$ cat config.mk
export PLATFORM = sky130hd
export DESIGN_NAME = tilt_driven_rgb_fade_engine_core
export DESIGN_NICKNAME = d
export VERILOG_FILES = /design/src/sv/tdrgb_pkg.sv /design/src/sv/tilt_driven_rgb_fade_engine_core.sv
export SDC_FILE = /design/constraint.sdc
export NUM_CORES = 2
export LEC_CHECK = 0
export BUFFER_PORTS_ARGS = -buffer_cell sky130_fd_sc_hd__buf_2
export CORE_ASPECT_RATIO = 0.9
export CORE_MARGIN = 2
export CORE_UTILIZATION = 60
export DETAILED_ROUTE_END_ITERATION = 6
export PLACE_DENSITY_LB_ADDON = 0.12
export SLEW_MARGIN = 10
export SYNTH_ARGS = -nofsm -noshare
export SYNTH_HDL_FRONTEND = slang
export SYNTH_SLANG_ARGS = --single-unit
$ cat constraint.sdc
create_clock -name clk -period 18.21 [get_ports clk]
set_clock_uncertainty 0.1 [all_clocks]
set_input_delay 3.642 -clock clk [delete_from_list [all_inputs] [get_ports clk]]
set_output_delay 3.642 -clock clk [all_outputs]
set_load 0.05 [all_outputs]
$ cat src/sv/tdrgb_pkg.sv
package tdrgb_pkg;

  localparam int ACCEL_W = 16;
  localparam int GAIN_W  = 12;
  localparam int PERIOD_W = 16;
  localparam int LEVEL_W = 14;
  localparam int STEP_W  = 11;

  localparam int CFG_IDX_W  = 2;
  localparam int CFG_DATA_W = 16;

  // register indexes on the config port
  localparam logic [CFG_IDX_W-1:0] REG_UPDATE_PERIOD = 2'd0;
  localparam logic [CFG_IDX_W-1:0] REG_ACCEL_GAIN    = 2'd1;
  localparam logic [CFG_IDX_W-1:0] REG_FADE_TOP      = 2'd2;

  localparam logic [PERIOD_W-1:0] UPDATE_PERIOD_RST = 16'd100;
  localparam logic [GAIN_W-1:0]   ACCEL_GAIN_RST    = 12'd400;
  localparam logic [LEVEL_W-1:0]  FADE_TOP_RST      = 14'd1000;

  // floor(x / 10) == (x * 52429) >> 19 for every x below 43690
  localparam logic [15:0] DIV10_MUL   = 16'd52429;
  localparam int          DIV10_SHIFT = 19;

  typedef logic [LEVEL_W-1:0] level_t;
  typedef logic [STEP_W-1:0]  step_t;

  // |a| * gain >> 16, magnitude of -32768 is 32768
  function automatic step_t up_step(input logic signed [ACCEL_W-1:0] a,
                                    input logic [GAIN_W-1:0] gain);
    logic [ACCEL_W-1:0]        mag;
    logic [ACCEL_W+GAIN_W-1:0] prod;
    mag  = a[ACCEL_W-1] ? ACCEL_W'(-a) : ACCEL_W'(a);
    prod = (ACCEL_W+GAIN_W)'(mag) * (ACCEL_W+GAIN_W)'(gain);
    return prod[16 +: STEP_W];
  endfunction

  // down-ramp step: level / 10 + 1
  function automatic step_t down_step(input level_t lvl);
    logic [LEVEL_W+15:0] prod;
    logic [STEP_W-1:0]   q;
    prod = (LEVEL_W+16)'(lvl) * (LEVEL_W+16)'(DIV10_MUL);
    q    = prod[DIV10_SHIFT +: STEP_W];
    return q + STEP_W'(1);
  endfunction

endpackage

$ cat src/sv/tilt_driven_rgb_fade_engine_core.sv
// Tilt-driven RGB fade engine. Each input word is one tick carrying an
// accelerometer sample (x, y, z); each tick yields exactly one output word with
// the three duty levels, the ramp direction and an update flag. A prescaler
// counts ticks and every update_period-th tick (every tick when the period is
// 0) applies a fade step: ramping up, each level grows by |accel| * accel_gain
// >> 16; if any level would pass fade_top the adds are dropped, the steps become
// level/10 + 1 and the ramp turns down; ramping down, levels shrink by their
// step and clamp at 0, and the ramp turns up once all three would go negative.
// Throughput is one word per clock: the state update is a single pass of logic
// (two small multiplies per channel) from the input word to the output register,
// so the block takes a new word every cycle the output register is free or
// being drained. Config writes (cfg_we/cfg_index/cfg_data) take effect on the
// next tick; unknown indexes are ignored.
module tilt_driven_rgb_fade_engine_core
  import tdrgb_pkg::*;
(
  input  logic                  clk,
  input  logic                  rst,
  // config write port
  input  logic                  cfg_we,
  input  logic [CFG_IDX_W-1:0]  cfg_index,
  input  logic [CFG_DATA_W-1:0] cfg_data,
  // input stream
  input  logic                  s_tvalid,
  output logic                  s_tready,
  input  logic [47:0]           s_tdata,   // accel_x[15:0], accel_y[31:16], accel_z[47:32]
  // output stream
  output logic                  m_tvalid,
  input  logic                  m_tready,
  output logic [47:0]           m_tdata,   // duty_red[13:0], duty_green[27:14],
                                           // duty_blue[41:28], zero fill[47:42]
  output logic [1:0]            m_tuser    // ramping_down[0], was_update[1]
);

  // config registers
  logic [PERIOD_W-1:0] update_period;
  logic [GAIN_W-1:0]   accel_gain;
  level_t              fade_top;

  always_ff @(posedge clk) begin
    if (rst) begin
      update_period <= UPDATE_PERIOD_RST;
      accel_gain    <= ACCEL_GAIN_RST;
      fade_top      <= FADE_TOP_RST;
    end else if (cfg_we) begin
      case (cfg_index)
        REG_UPDATE_PERIOD: update_period <= cfg_data[PERIOD_W-1:0];
        REG_ACCEL_GAIN:    accel_gain    <= cfg_data[GAIN_W-1:0];
        REG_FADE_TOP:      fade_top      <= cfg_data[LEVEL_W-1:0];
        default: ;
      endcase
    end
  end

  // fade state; a level only grows to at most fade_top, a 14-bit value, so 14 bits hold it
  logic [PERIOD_W-1:0] tick_count, tick_count_next;
  level_t              level [3];
  level_t              level_next [3];
  step_t               step [3];
  step_t               step_next [3];
  logic                direction_down, direction_down_next;
  logic                upd;

  logic signed [ACCEL_W-1:0] accel [3];
  step_t                     up_s [3];
  step_t                     dn_s [3];
  logic [LEVEL_W:0]          sum  [3];
  logic [2:0]                over, neg;
  level_t                    diff [3];
  logic [PERIOD_W-1:0]       tick_inc;

  logic accept, out_take;
  assign s_tready = !m_tvalid || m_tready;
  assign accept   = s_tvalid && s_tready;
  assign out_take = m_tvalid && m_tready;

  assign accel[0] = s_tdata[15:0];
  assign accel[1] = s_tdata[31:16];
  assign accel[2] = s_tdata[47:32];

  always_comb begin
    tick_inc = tick_count + PERIOD_W'(1);
    upd      = (tick_inc >= update_period);
    tick_count_next = upd ? '0 : tick_inc;

    for (int c = 0; c < 3; c++) begin
      up_s[c] = up_step(accel[c], accel_gain);
      dn_s[c] = down_step(level[c]);
      sum[c]  = {1'b0, level[c]} + (LEVEL_W+1)'(up_s[c]);
      over[c] = sum[c] > {1'b0, fade_top};
      neg[c]  = LEVEL_W'(step[c]) > level[c];
      diff[c] = level[c] - LEVEL_W'(step[c]);
    end

    for (int c = 0; c < 3; c++) begin
      level_next[c] = level[c];
      step_next[c]  = step[c];
    end
    direction_down_next = direction_down;

    if (upd) begin
      if (!direction_down) begin
        if (|over) begin
          // overshoot: keep levels, derive down steps from them
          for (int c = 0; c < 3; c++) step_next[c] = dn_s[c];
          direction_down_next = 1'b1;
        end else begin
          for (int c = 0; c < 3; c++) begin
            step_next[c]  = up_s[c];
            level_next[c] = sum[c][LEVEL_W-1:0];
          end
        end
      end else begin
        for (int c = 0; c < 3; c++) level_next[c] = neg[c] ? '0 : diff[c];
        if (&neg) direction_down_next = 1'b0;
      end
    end
  end

  always_ff @(posedge clk) begin
    if (rst) begin
      tick_count     <= '0;
      direction_down <= 1'b0;
      for (int c = 0; c < 3; c++) begin
        level[c] <= '0;
        step[c]  <= '0;
      end
    end else if (accept) begin
      tick_count     <= tick_count_next;
      direction_down <= direction_down_next;
      for (int c = 0; c < 3; c++) begin
        level[c] <= level_next[c];
        step[c]  <= step_next[c];
      end
    end
  end

  // output register
  always_ff @(posedge clk) begin
    if (rst) begin
      m_tvalid <= 1'b0;
    end else if (accept) begin
      m_tvalid <= 1'b1;
    end else if (out_take) begin
      m_tvalid <= 1'b0;
    end
  end

  always_ff @(posedge clk) begin
    if (accept) begin
      m_tdata <= {6'd0, level_next[2], level_next[1], level_next[0]};
      m_tuser <= {upd, direction_down_next};
    end
  end

endmodule

[Yosys cells after proc, flatten, opt, wreduce, memory -nomap -nowiden]
Memory sizes are Yosys's and may differ from the RTL's.
Cells that the tools add are included.
Cells by class
  reductions and logical operators: 11
  magnitude comparators: 7
  shift-type cells: 0
  equal/unequal tests: 2
  mux-type cells: 30
  bitwise operators: 6
  multiply operators: 6
  divide/modulo/power cells: 0
  $add $sub $neg: 13
Operators by type and width (count)
  $mux W42: 3
  $mux W33: 3
  $mul A14 B16 Y30 const B: 3
  $mux W14: 6
  $mul A16 B12 Y27: 3
  $mux W16: 4
  $neg A16 Y16: 3
  $add A14 B11 Y15: 3
  $gt A15 B14 Y1: 3
  $gt A11 B14 Y1: 3
  $sub A14 B11 Y14: 3
  $add A11 B1 Y11 const B: 3
  $mux W11: 3
  $add A16 B1 Y16 const B: 1
  $ge A16 B16 Y1: 1
  $mux W1: 11
  $or A1 B1 Y1: 6
  $reduce_and A2 Y1: 3
  $reduce_and A3 Y1: 1
  $reduce_or A3 Y1: 1
  $eq A2 B1 Y1 const B: 1
  $eq A2 B2 Y1 const B: 1
  $logic_and A1 B1 Y1: 2
  $logic_not A2 Y1: 1
  other kinds (3): 3
Word-level totals
  RAM bits: 75
  memory bits (read-only): 0
  input bits: 71
  register bits: 104
  word-level logic and storage cells: 85
  memories: 2
  bits in latches: 0
Memories
  level: depth 3, bits a word 14, read ports 3, clocked after Yosys merged registers in 0, wr ports 3, RTL line tilt_driven_rgb_fade_engine_core.sv:57  | level_t level [3];
  step: depth 3, bits a word 11, read ports 3, clocked after Yosys merged registers in 0, wr ports 3, RTL line tilt_driven_rgb_fade_engine_core.sv:59  | step_t step [3];

[Depth between registers and ports, before layout]
  depth in word-level cells: 10
  mapped depth: 52

[Worst setup path before layout]
Ideal clock, no wire load.
  path type: input to register
  start: in s_tdata[33]
  end: mem level[0][26] (netlist name) (data pin)
  setup time: 0.270 ns
  path slack: 4.050 ns
  data arrival time: 13.790 ns
  buffers on the path: 4
  data required time: 17.840 ns
  stages on the path: 45
  cell sequence: or3_1 > or3b_2 > or3b_2 > nand2_1 > xnor2_1 > clkbuf_1 > nand2_1 > fa_1 > fa_1 > inv_1 > fa_1 > fa_1 > inv_1 > fa_1 > inv_1 > ha_1 > nand2_1 > a21oi_1 > (+9 left out) > o21ai_0 > o21a_1 > o21ai_0 > xnor2_1 > ha_1 > nand3_1 > or3_1 > or3_1 > o21ai_0 > o2111ai_1 > or2_2 > clkbuf_1 > clkbuf_1 > clkbuf_1 > o21ai_0 > o311ai_0 > o21ai_0 > a21oi_1
RTL lines
  from (decl): RTL line tilt_driven_rgb_fade_engine_core.sv:26  | input logic [47:0] s_tdata,
  to (decl): RTL line tilt_driven_rgb_fade_engine_core.sv:57

==> run summary <==
Clock share of power: 6.5%
Row count: 90
Initial Utilization: 60.33%
Finish-stage setup viols: 0
Post-route ant nets: 0
Asr flop ratio synth: 0%
WS Path Type: input pin to register
Yosys warns: 0
Port Buffers: 116
Slew @ Worst Pin: 1.212 ns
Arr. time, crit path: 15.40 ns
Vias in the first global route: 31030
Gp weighted congestion: 0.9076
Flops & latches, synth: 179
Crit-path max FO: 63
Part of the power in registers: 9.4%
Clock buffer depth: 2
Hold WC Path Type: register to register
GRT Overall Usage: 29.27%
Crit end category: register
Logic pwr share: 84.2%
Mapped Cells: 4484
CTS root buf: clkbuf_16
Post-Syn Area per Cell: 8.984 um2
Die area: 69230 um2
Initial DRC Count: 2147
Synth Cell Area: 40280 um2
Slowest Stage Delay on Critical Path: 0.65 ns
Final Hold Viols: 0
Nets: 5800
Area leader, netlist: fa_1
Sw Pwr: 0.003217 W
Post-Place Cells: 5367
Area grow syn2layout: 5.215%
Detailed Place HPWL: 78.52 mm
Worst EP required: 18.34 ns
Post-CTS setup buffers: 0
Min Clock Period, post-route: 15.27 ns
Leakage power: 21.94 nW
Power Density: 139.6 nW/um2
DR pass1 iterations: 6
CTS H-tree lvls: 4
Hold Path Depth: 2
Clock Sinks: 179
Non-filler cells in the finished layout: 5401
First-pass GRT wire length: 162.6 mm
Sw Share: 54.39%
Ports: 123
Die Span X: 277.1 um
# hold bufs at CTS: 0
Critical path startpoint category: input pin
Total CTS buffers: 17
Routed len/inst: 18.18 um
Clock Latency Late Sink: 0.48 ns
Post_cts resized: 0
Drt total wl: 98.20 mm
Crit path depth: 44
Synth top area share: 28.92%
Fin crit share: 83.86%
Max cap viols: 0
Clock slew at reported path FFs: 0.08 ns
Synth top area cells: fa_1 29%, ha_1 20%, edfxtp_1 8.9%
RSZ-0062 raised after global routing: false
Slew Limit Headroom: 18.89%
Final Max Tran Viols: 0
Count of buffer and inverter cells on the critical path: 6
Number of synthesized flops with an enable pin: 119
Core area: 66780 um2
Yosys cell types: 81
Top FF cell, synth: edfxtp_1
DRC: 0
Die Height: 249.8 um
Initial antenna violation count: 2
Worst Reg2Reg Path Length in Cells: 38
Sequential-to-total area share from yosys stat: 11.85%
Status: completed
CTS tree: done
Share of layout cells above drive strength 1: 5.989%
Via density: 5.674
Delay-heaviest family, CP: compound AO/OA/AOI/OAI gates
Fmax: 0.06549 GHz
CP max-delay cell: buf_4
Cell internal pwr: 0.002698 W
Vias: 30640
WHS: 0.3521 ns
Grt ovf: 0
Worst IR Drop VDD: 0.1335 mV
TNS Setup: 0 ns
Largest net degree at the start of global routing: 64
==> kinds of logic (layout without fill, tap and decap cells) <==
kind of cell,count (synthesis),after routing,synth area share [%]
and+or+nand+nor,1248,1248,15.02
adders and majority gates,1217,1217,48.65
buffers and inverters,1015,1051,9.532
AOI/OAI and AO/OA,596,596,9.908
xor gates and xnor gates,215,215,4.693
DFF,179,179,11.85
muxes,13,13,0.3354
other,1,8,0.009309
==> synth_stat cells (7+ instances only) <==
cell type,number
a21oi_1,145
a211oi_1,34
dfxtp_1,60
nand2_1,552
fa_1,582
o211ai_1,19
a31o_2,7
edfxtp_1,119
and3_1,29
inv_1,841
buf_1,10
and2_1,245
o221ai_1,13
nor3_1,50
nand2b_1,25
ha_1,635
nand3b_1,9
a22oi_1,32
o41ai_1,8
o31ai_1,21
mux2i_1,9
clkbuf_1,152
xor2_1,59
a21o_1,62
o21ai_0,107
nor4_1,13
a31oi_1,18
and4_1,7
or2_2,19
nor2b_1,27
nand3_1,52
xnor2_1,155
o21a_1,20
o21bai_1,12
nand4_1,23
or3_1,21
a211o_1,18
nor2_1,147
a22o_1,13
==> power by group through the flow <==
stage / Clock [W] / Sequential [W] / Combinational, W
2_1_floorplan: 0 / 0.000579 / 0.00362
3_3_place_gp: 0 / 0.000561 / 0.00483
4_1_cts: 0.000387 / 0.000553 / 0.00496
3_5_place_dp: 0 / 0.000562 / 0.00491
6_report: 0.000384 / 0.000554 / 0.00498
5_1_grt: 0.000403 / 0.000558 / 0.00565
==> worst reg2reg max path: cells and delay by family (launching register included) <==
kind	cells	cell delay, ns
compound gates	15	3.94
xor+xnor	1	0.13
fa+ha+maj	8	3.42
buf+inv	5	1.36
flops	1	0.33
simple gates	9	1.76
==> stage by stage <==
stage               cell area, um2  setup slack (ns)  util [%]  total power (W)
global placement             41790             2.686     62.59         0.005395
finish                       42380             2.940     63.47         0.005915
floorplan                    40300             4.050         -         0.004200
detailed placement           41790             2.530     62.59         0.005470
global route                 42380             2.198     63.47         0.006612
CTS                          42380             2.989     63.46         0.005895
==> area by class of cell <==
type	instances	area [um2]
multi-input combinational	3295	31720
fill	5834	24390
sequential	179	4781
inverter	841	3157
tap	874	1094
timing repair buffer	178	1046
clock buffer	17	425.4
clock inverter	15	160.2
antenna	2	5.005
==> sequential cells by signal, summed over array words and instances, names as in the netlist <==
name and flops:
level 42, m_tdata 42, step 33, tick_count 16, update_period 16, fade_top 14
accel_gain 12, m_tuser 2, direction_down 1, m_tvalid 1
==> worst paths after layout <==
| kind | startpoint | end | slack, ns |
|---|---|---|---|
| max reg2reg | accel_gain[4]$_SDFFE_PP1P_ | level[0][25]$_SDFFCE_PN0P_ | 6.92 |
| min reg2reg | update_period[15]$_SDFFE_PP0P_ | update_period[15]$_SDFFE_PP0P_ | 0.35 |
| max | s_tdata[32] | level[0][25]$_SDFFCE_PN0P_ | 2.94 |
| min | update_period[15]$_SDFFE_PP0P_ | update_period[15]$_SDFFE_PP0P_ | 0.35 |
==> per-layer routing <==
| metal | wire (um) | vias up | GRT usage [%] |
|---|---|---|---|
| met2 | 44960 | 916 | 46.47 |
| met5 | 0 | - | 0 |
| li1 | - | 14540 | - |
| met4 | 2135 | 0 | 7.174 |
| met3 | 6092 | 143 | 3.183 |
| met1 | 45010 | 15040 | 43.02 |
==> placed cells by master (no fill, tap or decap), drive strengths merged, types with 109 or more instances in the layout <==
master	netlist	final
a21oi	145	145
and2	245	245
buf	22	178
edfxtp	119	119
fa	582	582
ha	635	635
inv	841	851
nand2	553	553
nor2	147	147
o21ai	109	109
xnor2	156	156
(Power assumes the default switching activity.)
